===== src/hw/rtl/sil_pkg.sv =====
`timescale 1ns / 1ps
// Shared types and constants for the sorted index insert/lookup engine.
// No dependencies; every other file of the block imports this package.
package sil_pkg;

    localparam int KEY_FIELD_W = 64;
    localparam int OFFSET_W    = 24;

    typedef enum logic [1:0] {
        ST_DONE      = 2'd0,
        ST_NOT_FOUND = 2'd1,
        ST_FULL      = 2'd2
    } status_t;

    // One finished request, handed from the sequencer to the output register.
    typedef struct packed {
        logic                valid;
        status_t             status;
        logic [OFFSET_W-1:0] offset;
    } sil_result_t;

endpackage


===== src/hw/rtl/sil_ctrl.sv =====
`timescale 1ns / 1ps
// Request sequencer: insertion shift loop and binary search over the table memory.
// Depends on sil_pkg and drives the ports of sil_table_mem.
module sil_ctrl #(
    parameter int TABLE_DEPTH = 256,
    parameter int KEY_BYTES   = 8
) (
    input  logic                            aclk,
    input  logic                            aresetn,
    input  logic                            req_valid,
    output logic                            req_ready,
    input  logic                            req_lookup,
    input  logic [sil_pkg::KEY_FIELD_W-1:0] req_key,
    input  logic [sil_pkg::OFFSET_W-1:0]    req_offset,
    input  logic                            out_free,
    output sil_pkg::sil_result_t            result,
    output logic                            mem_rd_en,
    output logic [$clog2(TABLE_DEPTH)-1:0]  mem_rd_addr,
    input  logic [8*KEY_BYTES-1:0]          mem_rd_key,
    input  logic [sil_pkg::OFFSET_W-1:0]    mem_rd_offset,
    output logic                            mem_wr_en,
    output logic [$clog2(TABLE_DEPTH)-1:0]  mem_wr_addr,
    output logic [8*KEY_BYTES-1:0]          mem_wr_key,
    output logic [sil_pkg::OFFSET_W-1:0]    mem_wr_offset
);
    import sil_pkg::*;

    localparam int KW = 8 * KEY_BYTES;
    localparam int IW = $clog2(TABLE_DEPTH);
    localparam int CW = $clog2(TABLE_DEPTH + 1);

    typedef enum logic [3:0] {
        S_IDLE = 4'b0001,
        S_INS  = 4'b0010,
        S_LK   = 4'b0100,
        S_FIN  = 4'b1000
    } state_t;

    state_t               state_reg, state_next;
    logic [KW-1:0]        key_reg, key_next;
    logic [OFFSET_W-1:0]  off_reg, off_next;
    logic [CW-1:0]        count_reg, count_next;
    logic [CW-1:0]        pos_reg, pos_next;
    logic [CW-1:0]        low_reg, low_next;
    logic [CW-1:0]        high_reg, high_next;
    logic [CW-1:0]        mid_reg, mid_next;
    status_t              fin_status_reg, fin_status_next;

    logic [KW-1:0]        key_in;
    logic [CW-1:0]        cnt_m1, pos_m1, pos_m2, mid_p1;
    logic [CW:0]          sum_left, sum_right;

    assign key_in    = req_key[KEY_FIELD_W-1 -: KW];
    assign cnt_m1    = count_reg - CW'(1);
    assign pos_m1    = pos_reg - CW'(1);
    assign pos_m2    = pos_reg - CW'(2);
    assign mid_p1    = mid_reg + CW'(1);
    // Candidate midpoints for both outcomes, formed in parallel with the key compare.
    assign sum_left  = {1'b0, low_reg} + {1'b0, mid_reg} - (CW+1)'(1);
    assign sum_right = {1'b0, mid_reg} + {1'b0, high_reg};

    assign req_ready = (state_reg == S_IDLE);

    always_comb begin
        state_next      = state_reg;
        key_next        = key_reg;
        off_next        = off_reg;
        count_next      = count_reg;
        pos_next        = pos_reg;
        low_next        = low_reg;
        high_next       = high_reg;
        mid_next        = mid_reg;
        fin_status_next = fin_status_reg;
        result          = '0;
        mem_rd_en       = 1'b0;
        mem_rd_addr     = '0;
        mem_wr_en       = 1'b0;
        mem_wr_addr     = pos_reg[IW-1:0];
        mem_wr_key      = key_reg;
        mem_wr_offset   = off_reg;

        unique case (state_reg)
            S_IDLE: begin
                if (req_valid) begin
                    key_next = key_in;
                    off_next = req_offset;
                    if (!req_lookup) begin
                        if (count_reg == CW'(TABLE_DEPTH)) begin
                            fin_status_next = ST_FULL;
                            state_next      = S_FIN;
                        end else begin
                            pos_next   = count_reg;
                            state_next = S_INS;
                            if (count_reg != '0) begin
                                mem_rd_en   = 1'b1;
                                mem_rd_addr = cnt_m1[IW-1:0];
                            end
                        end
                    end else begin
                        if (count_reg == '0) begin
                            fin_status_next = ST_NOT_FOUND;
                            state_next      = S_FIN;
                        end else begin
                            low_next    = '0;
                            high_next   = count_reg;
                            mid_next    = {1'b0, cnt_m1[CW-1:1]};
                            mem_rd_en   = 1'b1;
                            mem_rd_addr = IW'(cnt_m1 >> 1);
                            state_next  = S_LK;
                        end
                    end
                end
            end
            S_INS: begin
                if (out_free) begin
                    priority if (pos_reg == '0 || !(mem_rd_key > key_reg)) begin
                        // Slot found: the new pair lands after all equal keys.
                        mem_wr_en     = 1'b1;
                        count_next    = count_reg + CW'(1);
                        result.valid  = 1'b1;
                        result.status = ST_DONE;
                        state_next    = S_IDLE;
                    end else begin
                        mem_wr_en     = 1'b1;
                        mem_wr_key    = mem_rd_key;
                        mem_wr_offset = mem_rd_offset;
                        pos_next      = pos_m1;
                        if (pos_m1 != '0) begin
                            mem_rd_en   = 1'b1;
                            mem_rd_addr = pos_m2[IW-1:0];
                        end
                    end
                end
            end
            S_LK: begin
                if (out_free) begin
                    priority if (mem_rd_key == key_reg) begin
                        result.valid  = 1'b1;
                        result.status = ST_DONE;
                        result.offset = mem_rd_offset;
                        state_next    = S_IDLE;
                    end else if (key_reg < mem_rd_key) begin
                        if (low_reg < mid_reg) begin
                            high_next   = mid_reg;
                            mid_next    = sum_left[CW:1];
                            mem_rd_en   = 1'b1;
                            mem_rd_addr = sum_left[IW:1];
                        end else begin
                            result.valid  = 1'b1;
                            result.status = ST_NOT_FOUND;
                            state_next    = S_IDLE;
                        end
                    end else begin
                        if (mid_p1 < high_reg) begin
                            low_next    = mid_p1;
                            mid_next    = sum_right[CW:1];
                            mem_rd_en   = 1'b1;
                            mem_rd_addr = sum_right[IW:1];
                        end else begin
                            result.valid  = 1'b1;
                            result.status = ST_NOT_FOUND;
                            state_next    = S_IDLE;
                        end
                    end
                end
            end
            S_FIN: begin
                if (out_free) begin
                    result.valid  = 1'b1;
                    result.status = fin_status_reg;
                    state_next    = S_IDLE;
                end
            end
            default: begin
                state_next = S_IDLE;
            end
        endcase
    end

    always_ff @(posedge aclk) begin
        if (!aresetn) begin
            state_reg <= S_IDLE;
            count_reg <= '0;
        end else begin
            state_reg <= state_next;
            count_reg <= count_next;
        end
    end

    always_ff @(posedge aclk) begin
        key_reg        <= key_next;
        off_reg        <= off_next;
        pos_reg        <= pos_next;
        low_reg        <= low_next;
        high_reg       <= high_next;
        mid_reg        <= mid_next;
        fin_status_reg <= fin_status_next;
    end

endmodule

===== config.mk =====
export PLATFORM = sky130hd
export DESIGN_NAME = sil_ctrl
export DESIGN_NICKNAME = d
export VERILOG_FILES = /design/src/hw/rtl/sil_pkg.sv /design/src/hw/rtl/sil_ctrl.sv
export SDC_FILE = /design/constraint.sdc
export NUM_CORES = 1
export LEC_CHECK = 0
export ABC_AREA = 1
export CAP_MARGIN = 20
export CORE_MARGIN = 4
export CORE_UTILIZATION = 60
export CTS_CLUSTER_SIZE = 10
export DETAILED_ROUTE_END_ITERATION = 8
export DONT_BUFFER_PORTS = 1
export PLACE_DENSITY_LB_ADDON = 0.25
export SYNTH_ARGS = -nofsm -noshare
export SYNTH_HDL_FRONTEND = slang
export SYNTH_SLANG_ARGS = --single-unit

===== constraint.sdc =====
create_clock -name aclk -period 6.9 [get_ports aclk]
set_input_delay 0.345 -clock aclk [delete_from_list [all_inputs] [get_ports aclk]]
set_output_delay 0.345 -clock aclk [all_outputs]
set_load 0.01 [all_outputs]

=== After elaboration in Yosys (flattened, before gate mapping) ===
Index checks and enable logic that the tools add are counted.

* Register bits: 139
* Bits in latches: 0
* RAM bits: 0
* Memory bits (read-only): 0
* Bits of input ports: 181
* Output and inout port bits: 134
* Word-level logic and storage cells: 158
* Memories kept: 0

* Add/subtract/negate cells: 8
* Multiply operators: 0
* Div/mod/pow operators: 0
* $lt $le $gt $ge: 4
* Equal/unequal tests: 26
* Shifts and indexed selects: 0
* Muxes and demuxes: 94
* Bitwise logic cells: 0
* Reductions and logical operators: 17

{| class="wikitable"
|+ Operators by type and width
! cell !! number
|-
| 9-bit two-way mux || 27
|-
| 64-bit two-way mux || 3
|-
| 24-bit two-way mux || 5
|-
| 8-bit two-way mux || 13
|-
| 9-bit one-hot mux with 2 select lines || 4
|-
| 64-bit equality test || 1
|-
| 64-bit greater-than comparator || 1
|-
| 64-bit less-than comparator || 1
|-
| 4-bit two-way mux || 12
|-
| 2-bit inequality test (second input constant) || 14
|-
| 27-bit two-way mux || 1
|-
| 8-bit one-hot mux with 3 select lines || 1
|-
| 8-bit AND reduction || 3
|-
| 3-bit two-way mux || 7
|-
| 9-bit by 9-bit adder with 10-bit output || 2
|-
| 9-bit by 1-bit adder with 9-bit output (second input constant) || 2
|-
| 9-bit zero test || 2
|-
| 9-bit less-than comparator || 2
|-
| 9-bit nonzero test || 2
|-
| 9-bit by 1-bit subtractor with 9-bit output (second input constant) || 2
|-
| 4-bit one-hot mux with 4 select lines || 1
|-
| 1-bit two-way mux || 15
|-
| 10-bit by 1-bit subtractor with 10-bit output (second input constant) || 1
|-
| 9-bit equality test (second input constant) || 1
|-
| 19 further kinds || 26
|}

=== Longest topological paths before layout ===
* Word-level depth: 7
* Depth in mapped cells: 20
* Mapped depth without buffers: 20

=== Least setup slack after synthesis ===
OpenSTA, ideal clock, no wires.

* Path type: reg-to-output
* From: register state_reg[3]
* To: output port mem_rd_en
* Arrival: 4.182 ns
* Required time: 6.555 ns
* Path slack: 2.373 ns
* Cell stages (with the launch flop): 8
* Path buffers: 0
* Cells stage by stage: dfxtp_1 nor2_1 inv_1 nor3_1 inv_1 nor2_2 o21ai_0 nand2_1

* Longest elaborated chain between the ends: 2
* Elaborated cells on any way between the ends: 4
* Those cells by class: 3 x eq/ne; 1 x mux

{| class="wikitable"
|+ RTL lines
! what !! line !! text
|-
| from (decl) || sil_ctrl.sv:39 || <nowiki>state_t state_reg, state_next;</nowiki>
|-
| from (signal assigned) || sil_ctrl.sv:185 || <nowiki>state_reg <= state_next;</nowiki>
|-
| 4-bit by 1-bit equality test with 1-bit output || n/a ||
|-
| net req_ready || sil_ctrl.sv:11 || <nowiki>output logic req_ready,</nowiki>
|-
| 1-bit one-hot mux with 3 select lines || sil_ctrl.sv:82 || <nowiki>unique case (state_reg)</nowiki>
|-
| to (decl) || sil_ctrl.sv:17 || <nowiki>output logic mem_rd_en,</nowiki>
|}

The timed path passes the listed nets, and every way through them passes these cells.

=== Worst setup path after layout ===
* From: register key_reg[39]
* To: output port mem_wr_key[5]

* Longest elaborated chain between the ends: 6

{| class="wikitable"
|+ RTL lines
! what !! line !! text
|-
| from (decl) || sil_ctrl.sv:40 || <nowiki>logic [KW-1:0] key_reg, key_next;</nowiki>
|-
| from (signal assigned) || sil_ctrl.sv:191 || <nowiki>key_reg <= key_next;</nowiki>
|-
| 64-bit greater-than comparator || sil_ctrl.sv:116 || <nowiki>priority if (pos_reg == '0 || !(mem_rd_key > key_reg)) begin</nowiki>
|-
| 1-bit zero test || sil_ctrl.sv:116 ||
|-
| 1-bit logical OR || sil_ctrl.sv:116 ||
|-
| 64-bit two-way mux || sil_ctrl.sv:116 ||
|-
| 64-bit two-way mux || sil_ctrl.sv:115 || <nowiki>if (out_free) begin</nowiki>
|-
| 64-bit two-way mux || sil_ctrl.sv:82 ||
|-
| to (decl) || sil_ctrl.sv:23 || <nowiki>output logic [8*KEY_BYTES-1:0] mem_wr_key,</nowiki>
|}

No other way between the ends.

==> qor.yml <==
logic_synthesis:
  syn_avg_cell_area_um2: 7.99
  syn_area_mm2: 0.0102
  ys_ff_latch: 139
  synth_top_flop_cell: "edfxtp_1"
  synth_edf_count: 126
  synth_cell_type_count: 45
  ys_warn_count: 0
  synthArstFlopShare: 0
  yosysSeqAreaShare: 0.398
  synth_cells: 1271
  syn_nets: 1565
clocking:
  clkTransAtPathRegs_ps: 70
  cts_sinks: 139
  postCtsSetupBuffers: 0
  cts_buffers: 17
  htree_levels: 4
  cts_tree: "built"
  post_cts_resized: 0
  holdBufCountCts: 45
  ctsRootBufferMaster: "clkbuf_16"
  cts_buffer_depth: 2
  insertion_delay_ps: 440
worst_setup_path:
  crit_arrival_ps: 4330
  critPathMostFrequentCell: "nand2_1"
  crit_type: "flip-flop to output pin"
  cp_slowest_cell: "buf_4"
  setup.worst_path.start_class: "flip-flop"
  path_max_fanout: 96
  worstRegToRegCells: 17
  worst_path_largest_cell_delay_ps: 660
  crit_chain: "ha_1 > a21o_1 > nor2_1 > nand2_1 > nand2_1 > nand2_1 > a21oi_2 > nand2_4 > inv_4 > nand3_4 > buf_4 > o21ai_0"
  cp.required_ps: 6550
  worstSetupEndpointType: "output pin"
timing:
  layout_min_cycle_time_ps: 4680
  fmaxAchievable_ghz: 0.214
  final_max_slew_viol_count: 0
  setup_viol: 0
  relSlewSlack: 0.282
  skew_ps: 16.0
  setup_tns_ps: 0
  rsz0062_at_grt: "no"
  finalHoldViolations: 0
  post-route-period-util: 0.678
  worstMarginPinSlew_ps: 1080
grt:
  grt_antenna_before_repair: 2
  grt_pass1_wl_mm: 45.9
  grt_pass1_vias: 8588
  gr-total-overflow: 0
  grt_usage: 0.307
  grt_max_degree: 97
layout:
  layout_commonest_cell: "nand2_1"
  drive_above_1_share: 0.0450
  fin_area_mm2: 0.0117
  largest_reg_flops: 64
  regArea_mm2: 0.00404
  fin_nets: 1637
  multiInputGateArea_mm2: 0.00502
  area_delta_synth_final_pct: 15.7
  layout_common_cells: "293 x nand2_1, 223 x inv_1, 126 x edfxtp_1"
  fill_cells: 1264
die:
  fp.dieW_um: 138
  die_area_mm2: 0.0191
  ioPinCount: 315
  initial_utilization: 0.612
  num_rows: 47
  core-area_mm2: 0.0166
  die_h_um: 138
route:
  routedWlPerCell_um: 20.1
  avgViaCountPerCell: 5.82
  first_pass_iters: 7
  finalWirelength_mm: 31.6
  drc: 0
  ant_nets: 0
  drtIter0Drc: 844
  num_vias: 9183
placed_design:
  place.gp.congestion: 0.977
  portBuffers: 0
  post_dp_cell_area_mm2: 0.0102
  dp_hpwl_mm: 23.3
pwr:
  total_power_mw: 3.90
  p_leak_nw: 5.58
  vdd_drop_max_mv: 0.308
  pwr_density_cell_mw_per_mm2: 332
flow_run:
  cap_violations: 0
status:
  status: "finished, final reports clean"
worst_hold_path:
  hold_path.class: "input pin to flip-flop"
  holdPathStages: 1
-- through the flow --
stage | util | worst slack (ps) | hold WS (ps) | std cells
floorplan | - | 2370 | 429 | 1271
global placement | 0.617 | 2860 | 442 | 1455
detailed placement | 0.617 | 2840 | 444 | 1455
CTS | 0.682 | 2400 | 0.0553 | 1532
global route | 0.708 | 1960 | 0.889 | 1576
finish | 0.708 | 2220 | 8.80 | 1577
-- cell families (layout without fill, tap and decap cells) --
logic type | Yosys count | count (layout) | share of synthesized area
AOI/OAI and AO/OA | 228 | 228 | 0.120
xor gates and xnor gates | 38 | 38 | 0.0328
adders and majority gates | 113 | 113 | 0.141
buffers and inverters | 267 | 352 | 0.108
DFF | 139 | 139 | 0.398
other | 0 | 1 | 0
and+or+nand+nor | 486 | 486 | 0.200
-- cell usage after synthesis, types with 2 or more instances --
cell / count / share of area
nand2_1: 293 / 0.11
inv_1: 223 / 0.082
edfxtp_1: 126 / 0.37
ha_1: 111 / 0.14
o21ai_0: 84 / 0.041
nor2_1: 80 / 0.030
o21ai_1: 61 / 0.030
a21oi_1: 55 / 0.027
nor3_1: 39 / 0.019
nand3_1: 38 / 0.019
xor2_1: 29 / 0.025
buf_4: 17 / 0.013
dfxtp_1: 13 / 0.026
nand4_1: 13 / 0.0080
clkbuf_1: 11 / 0.0041
buf_2: 10 / 0.0049
xnor2_1: 9 / 0.0078
nor2_2: 8 / 0.0049
o22ai_1: 7 / 0.0043
a21o_1: 6 / 0.0044
o211ai_1: 4 / 0.0030
inv_2: 3 / 0.0011
nand2_2: 3 / 0.0018
or2_2: 3 / 0.0018
buf_6: 2 / 0.0022
fa_1: 2 / 0.0039
nor4_1: 2 / 0.0012
o2111ai_1: 2 / 0.0017
-- cell type report --
type | count | area share
antenna | 1 | 0.000213
clock buffer | 17 | 0.0362
sequential | 139 | 0.344
timing repair buffer | 93 | 0.0784
clock inverter | 15 | 0.0169
multi-input combinational | 865 | 0.428
inverter | 227 | 0.0728
tap | 220 | 0.0234
-- path summary, 6_finish.rpt --
path	start	slack [ps]	end
min	aresetn	9	state_reg[0]
max reg2reg	mid_reg[2]	2920	mid_reg[1]
max	key_reg[39]	2220	mem_wr_key[5]
min reg2reg	state_reg[2]	530	state_reg[2]
-- report_power, final --
group          switching [mW]  total, mW  leakage, nW  internal [mW]
Clock                   0.402      0.986        0.309          0.583
Sequential              0.156       1.37         1.28           1.22
Combinational            1.05       1.54         3.99          0.491
-- routing by layer --
metal | vias to the layer above | track usage | part of all wire | routed length, um
met3 | 103 | 0.0967 | 0.092 | 2900
met4 | 2 | 0.139 | 0.044 | 1380
met2 | 532 | 0.526 | 0.49 | 15600
li1 | 4320 | - | - | -
met1 | 4226 | 0.351 | 0.37 | 11700
met5 | - | 0 | 0.00041 | 13
-- worst max-delay path: cells and delay by family (launching register included) --
family,cells,cell delay (ps)
flip-flops,1,400
adder cells (fa/ha/maj),1,320
AO/OA/AOI/OAI,3,1030
buffers and inverters,2,840
AND/OR/NAND/NOR,6,1180
No activity file was read; power rests on OpenSTA's default activity.
